[src/hdl/bfd_pkg.sv]
`timescale 1ns / 1ps
// Shared types, constants and lane arithmetic for the box filter downsampler.
// No dependencies; every other file imports this package.
package bfd_pkg;

  localparam int MAX_SOURCE_WIDTH  = 2048;
  localparam int MAX_SOURCE_HEIGHT = 4096;
  localparam int LINE_DEPTH        = MAX_SOURCE_WIDTH / 2;
  localparam int IDX_BITS          = $clog2(LINE_DEPTH);
  localparam int SRC_W_BITS        = 12;
  localparam int SRC_H_BITS        = 13;
  localparam int COL_BITS          = 11;
  localparam int ROW_BITS          = 12;
  localparam int LANE_BITS         = 12;
  localparam int SUM_BITS          = 3 * LANE_BITS;
  localparam int CHAN_BITS         = 8;
  localparam int PADDR_BITS        = 4;
  localparam int QUEUE_DEPTH       = 4;
  localparam int QPTR_BITS         = $clog2(QUEUE_DEPTH);

  typedef enum logic [1:0] {
    REG_MODE   = 2'd0,
    REG_FORMAT = 2'd1,
    REG_WIDTH  = 2'd2,
    REG_HEIGHT = 2'd3
  } reg_index_t;

  typedef enum logic [1:0] {
    MODE_NONE  = 2'd0,
    MODE_TWO   = 2'd1,
    MODE_FOUR  = 2'd2,
    MODE_NONE3 = 2'd3
  } ds_mode_t;

  typedef enum logic [1:0] {
    FMT_XRGB    = 2'd0,
    FMT_XRGB_LE = 2'd1,
    FMT_ZERO2   = 2'd2,
    FMT_ZERO3   = 2'd3
  } pix_format_t;

  typedef struct packed {
    logic [CHAN_BITS-1:0] red;
    logic [CHAN_BITS-1:0] green;
    logic [CHAN_BITS-1:0] blue;
    logic [COL_BITS-1:0]  out_column;
    logic [ROW_BITS-1:0]  out_row;
    logic                 frame_last;
  } result_t;

  typedef struct packed {
    ds_mode_t              mode;
    pix_format_t           format;
    logic [SRC_W_BITS-1:0] width;
    logic [SRC_H_BITS-1:0] height;
  } cfg_t;

  function automatic logic [SUM_BITS-1:0] lane_add(input logic [SUM_BITS-1:0] a,
                                                   input logic [SUM_BITS-1:0] b);
    logic [LANE_BITS-1:0] s0;
    logic [LANE_BITS-1:0] s1;
    logic [LANE_BITS-1:0] s2;
    s0 = a[LANE_BITS-1:0] + b[LANE_BITS-1:0];
    s1 = a[2*LANE_BITS-1:LANE_BITS] + b[2*LANE_BITS-1:LANE_BITS];
    s2 = a[3*LANE_BITS-1:2*LANE_BITS] + b[3*LANE_BITS-1:2*LANE_BITS];
    return {s2, s1, s0};
  endfunction

endpackage

[src/hdl/bfd_out_queue.sv]
`timescale 1ns / 1ps
// Small result queue that decouples the output handshake from the pipeline.
// Uses bfd_pkg for the result type and queue depth.
module bfd_out_queue import bfd_pkg::*; (
  input  logic                 clk,
  input  logic                 rst,
  input  logic                 push,
  input  result_t              push_data,
  input  logic                 pop,
  output logic                 not_empty,
  output result_t              head,
  output logic [QPTR_BITS:0]   count
);

  result_t              slots [QUEUE_DEPTH];
  logic [QPTR_BITS-1:0] wr_ptr;
  logic [QPTR_BITS-1:0] rd_ptr;
  logic                 do_pop;

  assign not_empty = count != '0;
  assign head      = slots[rd_ptr];
  assign do_pop    = pop && not_empty;

  always_ff @(posedge clk) begin
    if (rst) begin
      wr_ptr <= '0;
      rd_ptr <= '0;
      count  <= '0;
    end else begin
      if (push) begin
        wr_ptr <= wr_ptr + QPTR_BITS'(1);
      end
      if (do_pop) begin
        rd_ptr <= rd_ptr + QPTR_BITS'(1);
      end
      count <= count + (QPTR_BITS+1)'(push) - (QPTR_BITS+1)'(do_pop);
    end
  end

  always_ff @(posedge clk) begin
    if (push) begin
      slots[wr_ptr] <= push_data;
    end
  end

endmodule

[config.mk]
export PLATFORM = sky130hd
export DESIGN_NAME = bfd_out_queue
export DESIGN_NICKNAME = d
export VERILOG_FILES = /design/src/hdl/bfd_pkg.sv /design/src/hdl/bfd_out_queue.sv
export SDC_FILE = /design/constraint.sdc
export NUM_CORES = 1
export LEC_CHECK = 0
export ABC_AREA = 0
export BUFFER_PORTS_ARGS = -buffer_cell sky130_fd_sc_hd__buf_2
export CORE_MARGIN = 2
export CORE_UTILIZATION = 56
export CTS_CLUSTER_SIZE = 28
export DETAILED_ROUTE_END_ITERATION = 7
export PLACE_DENSITY = 0.78
export SYNTH_ARGS = -nofsm -noshare
export SYNTH_HDL_FRONTEND = slang
export SYNTH_SLANG_ARGS = --single-unit
[constraint.sdc]
create_clock -name clk -period 2.5 [get_ports clk]
set_clock_uncertainty 0.2 [all_clocks]
set_input_delay 0.25 -clock clk [delete_from_list [all_inputs] [get_ports clk]]
set_output_delay 0.25 -clock clk [all_outputs]
set_load 0.05 [all_outputs]
# Word-level counts from Yosys, hierarchy flattened
# Memory sizes are Yosys's and may differ from the RTL's. A register that Yosys moved wholly into a read port is not among the register bits.
# Index checks and enable logic that the tools add are counted.
[op_classes]
add_sub_neg = 4
mux = 4
n_reduce_logical = 2
[op_table]
columns = ["cell", "count"]
rows = [
  ["adder 2 x 1 -> 2 bit, second input constant", 2],
  ["two-way mux 2 bit", 2],
  ["adder 3 x 1 -> 3 bit", 1],
  ["nonzero test 3 bit", 1],
  ["subtractor 3 x 1 -> 3 bit", 1],
  ["two-way mux 1 bit", 2],
  ["logical AND 1 bit", 1],
]
[totals]
ff_bits = 7
ramBits = 192
in_bits = 52
output_inout_bits = 52
elab_cells = 14
n_memories = 1
[mem_list]
columns = ["memory", "words", "word_bits", "rd", "rd_clocked_by_memory_dff", "wr", "line", "text"]
rows = [
  ["slots", 4, 48, 1, 1, 1, "bfd_out_queue.sv:15", "result_t slots [QUEUE_DEPTH];"],
]

# Logic depth before layout (Yosys ltp)
# Gate-level depths: netlist (run 1).
[depth]
word_depth = 4
mapped_depth = 7
ltp_nobuf = 7

# Worst setup path after synthesis (run 1)
# OpenSTA, ideal clock, no wires.
[synth_timing]
path_kind = "register to register"
start = "reg wr_ptr[0]"
end = "mem slots[2][0] (netlist name) (enable)"
setup_ps = 410
arrival_time_ps = 1690
required_time_ps = 1890
setup_slack_ps = 200
path_stages_with_launch = 4
path_buffers = 0
period_less_slack_ps = 2300
path_cell_list = "dfxtp_1 > inv_1 > ha_1 > and2_1"
[synth_rtl]
columns = ["element", "line", "text"]
rows = [
  ["start, declared", "bfd_out_queue.sv:16", "logic [QPTR_BITS-1:0] wr_ptr;"],
  ["start signal, assigned", "bfd_out_queue.sv:31", "wr_ptr <= wr_ptr + QPTR_BITS'(1);"],
  ["end, declared", "bfd_out_queue.sv:15", ""],
]
# Straight into the memory's write port.

==> results of run 1 <==
## cells by family after synthesis
logic type	after synthesis	synth area share, %
adders and majority gates	7	1.29
and+or+nand+nor	14	1.02
xor gates and xnor gates	2	0.440
DFF	201	80.5
buffers and inverters	17	1.32
muxes	52	15.2
AOI/OAI and AO/OA	2	0.237
## area by class of cell
cell class | count | area (µm²) | area share (%)
Sequential cell | 201 | 5950 | 63.7
Multi-Input combinational cell | 77 | 1350 | 14.4
Timing Repair Buffer | 165 | 1180 | 12.6
Clock buffer | 27 | 548 | 5.86
Tap cell | 172 | 215 | 2.30
Clock inverter | 10 | 77.6 | 0.830
Inverter | 6 | 22.5 | 0.241
## path summary, 6_finish.rpt
path / to / slack, ps / cells after the start
hold / removal: rd_ptr[1]$_SDFFE_PP0P_ / 40 / 3
hold reg to reg: wr_ptr[1]$_SDFFE_PP0P_ / 380 / 2
setup reg to reg: count[2]$_SDFF_PP0_ / 350 / 7
setup / recovery: head[39] / 170 / 3
## sequential cells by signal, indices dropped and copies added, names as in the netlist, named ones only
signal / count
count: 3
rd_ptr: 2
slots: 192
wr_ptr: 2
## metrics by stage
| step | area [µm²] | total power [W] | cells | util [%] | hold WS, ps |
|---|---|---|---|---|---|
| floorplan | 7390 | 0.00592 | 295 | - | 149 |
| global placement | 8220 | 0.00642 | 571 | 64.3 | 259 |
| detailed placement | 8220 | 0.00647 | 571 | 64.3 | 268 |
| CTS | 9350 | 0.00933 | 658 | 73.2 | 16.2 |
| global route | 9350 | 0.00957 | 658 | 73.2 | 54.8 |
| finish | 9350 | 0.00924 | 658 | 73.2 | 38.2 |
## power breakdown
group | internal [W] | switching [W]
combinational | 0.000853 | 0.00160
sequential | 0.00389 | 0.0000866
clock | 0.00165 | 0.00116
## per-layer routing
metal,up-vias,routed length [µm]
li1,1601,-
met3,25,603
met2,111,6550
met5,-,0
met4,0,263
met1,1804,5450
## layout by cell type (no fill, tap or decap)
cell type      instances
inv_6                  1
dfxtp_4                1
buf_12                 6
buf_2                103
or3_1                  1
clkinv_1               4
edfxtp_1             192
mux4_2                48
nor2_1                 5
buf_4                  6
dfxtp_1                7
clkbuf_16             21
xor3_1                 1
o31a_1                 1
nor2b_1                4
xnor2_1                1
clkbuf_1               6
clkinv_4               1
clkinv_2               3
mux2i_1                1
o311ai_0               1
ha_1                   6
bufinv_16              1
and2_2                 4
dlygate4sd3_1         50
dfxtp_2                1
inv_1                  6
fa_1                   1
mux2_2                 3
## worst max-delay path: cells and delay by family, from the launching register on
kind / cells / cell delay [ps]
muxes: 1 / 560
buffers and inverters: 2 / 460
DFF: 1 / 370
==> flow_metrics.py, run 1 <==
metrics = {
    "synthesis": {
        "async_flop_share_pct": 0,
        "syn_nets": 354,
        "synth_area_leader_cell": "edfxtp_1",
        "ys_seq_area_share_pct": 80.5,
        "ys_types": 20,
        "synth.area.top_cells": "edfxtp_1 78%, mux4_2 15%, dfxtp_1 2.4%",
        "synth_top_cells_by_count": "192 x edfxtp_1, 48 x mux4_2, 9 x dfxtp_1",
        "syn-cell-area_mm2": 0.00739,
        "synth_edf_count": 192,
        "yosysWarnings": 0,
        "synth.top_cell.area_share_pct": 78.0,
        "synth-main-ff-cell": "edfxtp_1",
        "netlist_instances": 295,
        "ys_seq_elements": 201,
        "avgSynthCellArea_um2": 25.0,
        "synth.most_common_cell": "edfxtp_1",
    },
    "pwr": {
        "max-vdd-ir-drop_mv": 0.664,
        "p_leak_nw": 3.24,
        "powerDensity_mw_per_mm2": 989,
    },
    "layout": {
        "drive_gt1_share_pct": 40.9,
        "num_antenna_cells": 0,
        "nNetsFinal": 531,
        "nFillCells": 772,
        "syn2layout_area_growth_pct": 26.5,
    },
    "worst_hold_path": {
        "hold_start": "pop",
        "min_path_type": "input port to flip-flop",
    },
    "sta": {
        "period_minus_slack_ps": 2330,
        "worst_pin_slew_ps": 509,
        "post-route-period-util_pct": 93.4,
        "hold_viol_final": 0,
        "tns_ps": 0,
        "setup_violations": 0,
        "setup_ws_ps": 166,
        "rsz0062_at_grt": "no",
        "max_slew_margin_pct": 66.1,
        "slew_violations": 0,
        "fmax_ghz": 0.428,
    },
    "floorplan": {
        "num_rows": 41,
        "ioPinCount": 104,
        "dieArea_mm2": 0.0141,
        "coreArea_mm2": 0.0128,
        "die_y_um": 119,
        "die_w_um": 119,
        "initial_core_util_pct": 57.8,
    },
    "routing": {
        "drcViolationCount": 0,
        "vias": 3541,
        "via_per_inst": 5.38,
        "dr.pass1.iters": 4,
        "drt_iter0_drc": 209,
        "routed_wirelength_mm": 12.9,
        "ant_nets": 0,
        "wl_per_cell_um": 19.6,
    },
    "worst_setup_path": {
        "critPathCaptureType": "primary output",
        "timing.rr.start": "count[1]$_SDFF_PP0_",
        "cp.required_ps": 2050,
        "cpPeakStageDelay_ps": 560,
        "path_cells": "buf_12 -> mux4_2 -> buf_2",
        "path_max_fanout": 26,
        "crit_type": "flip-flop to primary output",
        "slowest_stage": "mux4_2",
        "cp-start-kind": "flip-flop",
        "crit_arrival_ps": 1880,
    },
    "clock_network": {
        "worst_skew_pair.late_latency_ps": 470,
        "postCtsSetupBuffers": 0,
        "clk_pin_slew_ps": 60,
        "postCtsHoldBufs": 50,
        "cts_buffers": 21,
        "cts_resized": 0,
        "cts_tree": "done",
        "clock-sinks": 201,
        "cts_max_path_buffers": 3,
        "cts_root_buf": "clkbuf_16",
        "h-tree-depth": 1,
    },
    "placement": {
        "globalplace.congestion": 0.704,
        "io_buffer_count": 103,
        "dp_hpwl_mm": 7.65,
        "pre_cts_ws_ps": 363,
    },
    "global_routing": {
        "gr-total-overflow": 0,
        "grt_max_degree": 37,
        "use_met3_pct": 3.30,
        "grt_usage_pct": 18.8,
        "antenna_found_initial": 0,
        "grt_use_met1_pct": 25.5,
        "grt_pass1_vias": 3860,
        "grt-busiest-layer": "met2",
        "grt_pass1_wl_mm": 20.5,
        "grt_util_met2_pct": 32.4,
    },
    "job": {
        "drv_cap": 0,
    },
    "status": {
        "status": "complete, no violations",
    },
}
Power figures use the tool's default switching activity.
==> run 2: changes to the inputs <==
--- a/config.mk
+++ b/config.mk
@@ -7,6 +7,7 @@
 export LEC_CHECK = 0
 export ABC_AREA = 0
 export BUFFER_PORTS_ARGS = -buffer_cell sky130_fd_sc_hd__buf_2
+export CORE_ASPECT_RATIO = 1.4
 export CORE_MARGIN = 2
 export CORE_UTILIZATION = 56
 export CTS_CLUSTER_SIZE = 28
==> run 2 against run 1 <==
Net effect:
- register-to-register slack got worse by 70 ps
- total power fell by 2.5%
- clock power fell by 7.5%
- sequential power barely moved
- via count fell by 0.37%
- hold slack improved by 290 ps
- core utilization fell by 1.5 points
- worst setup slack got worse by 64 ps
- clock-buffer cell count fell by 4
- design area fell by 1.2%
- critical path type unchanged
- highest routed layer unchanged
==> flow_metrics.py, run 2 (synthesized netlist as in run 1, its figures left out) <==
metrics = {
    "floorplan": {
        "dieArea_mm2": 0.0141,
        "num_rows": 49,
        "die_w_um": 101,
        "ioPinCount": 104,
        "coreArea_mm2": 0.0129,
        "initial_core_util_pct": 57.4,
        "die_y_um": 140,
    },
    "pwr": {
        "p_leak_nw": 3.20,
        "power.share.clock_pct": 28.8,
        "powerDensity_mw_per_mm2": 976,
        "max-vdd-ir-drop_mv": 0.960,
        "internal_power_w": 0.00622,
        "p_total_w": 0.00901,
        "power.switching_w": 0.00279,
        "switching_share_pct": 30.9,
        "pwr-share-comb_pct": 27.1,
        "seqPwrFrac_pct": 44.0,
    },
    "sta": {
        "max_slew_margin_pct": 73.4,
        "period_minus_slack_ps": 2400,
        "worst_pin_slew_ps": 394,
        "post-route-period-util_pct": 95.9,
        "setup_violations": 0,
        "fmax_ghz": 0.417,
        "slew_violations": 0,
        "rsz0062_at_grt": "no",
        "setup_ws_ps": 102,
        "hold_viol_final": 0,
        "tns_ps": 0,
    },
    "layout": {
        "nNetsFinal": 530,
        "syn2layout_area_growth_pct": 24.9,
        "largest_register_ffs": 192,
        "finalNonFillerCells": 636,
        "top_register": "slots",
        "reg_top3": "slots: 192 flops, count: 3 flops",
        "layout_common_cells": "192 x edfxtp_1, 103 x buf_2, 52 x dlygate4sd3_1",
        "mostFrequentLayoutCell": "edfxtp_1",
        "drive_gt1_share_pct": 40.2,
    },
    "placement": {
        "globalplace.congestion": 0.719,
        "pre_cts_ws_ps": 348,
        "io_buffer_count": 103,
        "post-place-cells": 551,
        "dp_hpwl_mm": 7.49,
    },
    "routing": {
        "via_per_inst": 5.55,
        "drcViolationCount": 0,
        "wl_per_cell_um": 20.3,
        "vias": 3528,
        "dr.pass1.iters": 4,
        "ant_nets": 0,
        "routed_wirelength_mm": 12.9,
        "drt_iter0_drc": 201,
    },
    "clock_network": {
        "postCtsHoldBufs": 52,
        "cts_root_buf": "clkbuf_16",
        "worst_skew_pair.late_latency_ps": 460,
        "cts_max_path_buffers": 3,
        "postCtsSetupBuffers": 0,
        "clock-sinks": 201,
        "h-tree-depth": 1,
        "cts_tree": "done",
        "clk_pin_slew_ps": 60,
        "cts_buffers": 19,
        "cts_resized": 0,
    },
    "global_routing": {
        "antenna_found_initial": 1,
        "grt_pass1_vias": 3781,
        "gr-total-overflow": 0,
        "grt_pass1_wl_mm": 19.9,
        "grt_usage_pct": 18.9,
        "grt_max_degree": 49,
    },
    "worst_hold_path": {
        "min_path_type": "input port to flip-flop",
        "hold_start": "push_data[20]",
    },
    "status": {
        "status": "complete, no violations",
    },
    "worst_setup_path": {
        "cp-start-kind": "flip-flop",
        "crit_type": "flip-flop to primary output",
        "crit_arrival_ps": 1950,
        "timing.rr.start": "count[1]$_SDFF_PP0_",
        "cp.required_ps": 2050,
        "path_max_fanout": 16,
        "critPathCaptureType": "primary output",
    },
    "job": {
        "drv_cap": 0,
    },
}
==> run 2: through the flow <==
stage | utilization [%] | hold slack [ps] | instance area [µm²]
after floorplan | - | 149 | 7390
after global placement | 63.2 | 259 | 8140
after detailed placement | 63.2 | 268 | 8140
after CTS | 71.7 | 312 | 9230
after global routing | 71.7 | 332 | 9230
final | 71.7 | 330 | 9230
==> run 2: final timing paths <==
| path | slack (ps) | end | cells past startpoint |
|---|---|---|---|
| worst min register to register | 390 | flip-flop | 2 |
| worst min-delay path | 330 | slots[3][20]$_DFFE_PP_ | 2 |
| worst max register to register | 280 | count[2]$_SDFF_PP0_ | 7 |
| worst max-delay path | 100 | head[39] | 3 |
==> run 2: worst max-delay path: stages (launching register included) <==
cell	delay (ps)
dfxtp_4	350
buf_4	320
mux4_2	560
buf_2	230
==> run 2: power by group through the flow <==
stage	combinational (W)	sequential, W	clock (W)
after floorplan	0.00184	0.00408	0
after global placement	0.00237	0.00401	0
after detailed placement	0.00240	0.00403	0
after CTS	0.00248	0.00396	0.00266
after global routing	0.00259	0.00398	0.00280
final	0.00245	0.00397	0.00260
==> run 2: area by class of cell <==
type | count | area [µm²]
diodes | 1 | 2.50
clock inverters | 9 | 77.6
well taps | 153 | 191
repair buffers | 166 | 1140
multi-input cells | 77 | 1350
inverters | 6 | 22.5
clock buffers | 23 | 490
fillers | 789 | 3650
flip-flops and latches | 201 | 5950
==> run 2: routing by layer <==
layer / track usage [%] / share of wire, % / wire length [µm] / vias up
met1: 23.9 / 38 / 4950 / 1806
li1: - / - / - / 1598
met3: 2.54 / 3.8 / 491 / 28
met5: 0 / 0 / 0 / -
met2: 33.1 / 55 / 7070 / 96
met4: 7.11 / 2.9 / 370 / 0
==> run 3: changes to the inputs <==
--- a/config.mk
+++ b/config.mk
@@ -13,6 +13,7 @@
 export CTS_CLUSTER_SIZE = 28
 export DETAILED_ROUTE_END_ITERATION = 7
 export PLACE_DENSITY = 0.78
+export REMOVE_ABC_BUFFERS = 1
 export SYNTH_ARGS = -nofsm -noshare
 export SYNTH_HDL_FRONTEND = slang
 export SYNTH_SLANG_ARGS = --single-unit
==> run 3 against run 2 <==
Net effect:
- global-route usage increased by 1.6 points
- via count rose by 2.3%
- die area is the same
- worst setup slack gained 16 ps
- sequential power barely moved
- first-iteration DRC count is 33% higher
- clock-buffer cell count is 5 higher
- clock power is essentially flat
- total power grew 1.1%
- cell count increased by 0.79%
- critical endpoint is now head[21]
- highest routed layer unchanged
==> flow_metrics.py, run 3 (synthesized netlist as in run 1, its figures left out) <==
metrics = {
    "sta": {
        "fmax_ghz": 0.420,
        "post-route-period-util_pct": 95.3,
        "hold_viol_final": 0,
        "tns_ps": 0,
        "max_slew_margin_pct": 65.2,
        "setup_violations": 0,
        "worst_pin_slew_ps": 521,
        "rsz0062_at_grt": "no",
        "period_minus_slack_ps": 2380,
        "slew_violations": 0,
    },
    "routing": {
        "wl_met1_mm": 5.14,
        "dr.pass1.iters": 4,
        "routed_wirelength_mm": 14.0,
        "drt_iter0_drc": 267,
        "wl_met3_um": 638,
        "met2WireLength_mm": 7.73,
        "vias": 3609,
        "ant_nets": 0,
        "via_per_inst": 5.63,
        "top_layer_used": "met4",
        "wl_per_cell_um": 21.9,
        "drcViolationCount": 0,
    },
    "layout": {
        "top_register": "slots",
        "drive_gt1_share_pct": 41.3,
        "largest_register_ffs": 192,
        "syn2layout_area_growth_pct": 26.2,
        "finalCoreUtilization_pct": 72.4,
        "mostFrequentLayoutCell": "edfxtp_1",
        "reg_top3": "slots: 192 flops, count: 3 flops",
        "layout_common_cells": "192 x edfxtp_1, 103 x buf_2, 51 x dlygate4sd3_1",
        "nNetsFinal": 534,
    },
    "floorplan": {
        "num_rows": 49,
        "coreArea_mm2": 0.0129,
        "dieArea_mm2": 0.0141,
        "die_w_um": 101,
        "ioPinCount": 104,
        "initial_core_util_pct": 57.4,
        "die_y_um": 140,
    },
    "worst_setup_path": {
        "cp-start-kind": "flip-flop",
        "cpPeakStageDelay_ps": 560,
        "crit_type": "flip-flop to primary output",
        "crit_arrival_ps": 1930,
        "path_max_fanout": 18,
        "r2r_cells": 7,
        "path_cells": "buf_12 -> mux4_2 -> buf_2",
        "critPathCaptureType": "primary output",
        "slowest_stage": "mux4_2",
        "cp.required_ps": 2050,
    },
    "global_routing": {
        "grt_usage_pct": 20.4,
        "gr-total-overflow": 0,
        "grt_pass1_wl_mm": 21.3,
        "grt_pass1_vias": 3894,
        "antenna_found_initial": 1,
        "grt_max_degree": 49,
    },
    "job": {
        "drv_cap": 0,
    },
    "clock_network": {
        "cts_max_path_buffers": 3,
        "cts_resized": 0,
        "clock-sinks": 201,
        "cts_root_buf": "clkbuf_16",
        "cts_buffers": 19,
        "worst_skew_pair.late_latency_ps": 470,
        "h-tree-depth": 1,
        "cts_tree": "done",
        "clk_pin_slew_ps": 60,
    },
    "placement": {
        "io_buffer_count": 103,
        "dp_hpwl_mm": 7.83,
        "globalplace.congestion": 0.733,
    },
    "pwr": {
        "p_leak_nw": 3.25,
        "max-vdd-ir-drop_mv": 0.675,
        "powerDensity_mw_per_mm2": 977,
    },
    "worst_hold_path": {
        "holdPathStages": 2,
        "min_path_type": "input port to flip-flop",
    },
    "status": {
        "status": "complete, no violations",
    },
}
run 3: what timing repair did:
item,4_1_cts,5_1_grt
endpoints found under the setup margin,24,0
hold buffers,51,0
buffers inserted,4,0
hold endpoints to repair,199,0
run 3: cell type report:
cell class,instances,area [µm²]
clock inverter,5,21.3
antenna,1,2.50
timing repair buffer,170,1230
clock buffer,28,549
tap,153,191
sequential,201,5950
multi-input combinational,77,1350
fill,785,3550
inverter,6,22.5
run 3: worst max-delay path, delay by kind of cell, from the launching register on:
family / cells / cell delay (ps)
multiplexers: 1 / 560
buffers and inverters: 2 / 460
flip-flops: 1 / 440
run 3: routing by layer:
layer	GRT usage, %	vias to the layer above
met4	8.68	0
met2	35.8	109
met3	3.34	38
li1	-	1599
met1	25.0	1863
met5	0	-
run 3: final timing paths:
| path | startpoint | slack (ps) | to |
|---|---|---|---|
| hold / removal | push_data[30] | 330 | slots[3][30]$_DFFE_PP_ |
| setup / recovery | flip-flop | 120 | head[21] |
| setup reg to reg | count[1]$_SDFF_PP0_ | 360 | count[2]$_SDFF_PP0_ |
| hold reg to reg | rd_ptr[1]$_SDFFE_PP0P_ | 380 | rd_ptr[1]$_SDFFE_PP0P_ |
run 3: power by group:
part           total, W  switching, W  leakage [nW]  internal [W]
Combinational   0.00252       0.00162          1.13      0.000891
Clock           0.00261       0.00109         0.281       0.00151
Sequential      0.00399     0.0000944          1.84       0.00389
Total           0.00911       0.00281          3.25       0.00630
run 3: through the flow:
| step | area (µm²) | std cells | power [W] | hold WS [ps] | setup WS [ps] |
|---|---|---|---|---|---|
| finish | 9320 | 641 | 0.00911 | 332 | 118 |
| detailed placement | 8210 | 552 | 0.00648 | 265 | 364 |
| floorplan | 7310 | 284 | 0.00587 | 122 | -851 |
| global route | 9320 | 641 | 0.00943 | 332 | 55.0 |
| global placement | 8210 | 552 | 0.00643 | 259 | 439 |
| CTS | 9320 | 640 | 0.00917 | 319 | 94.3 |
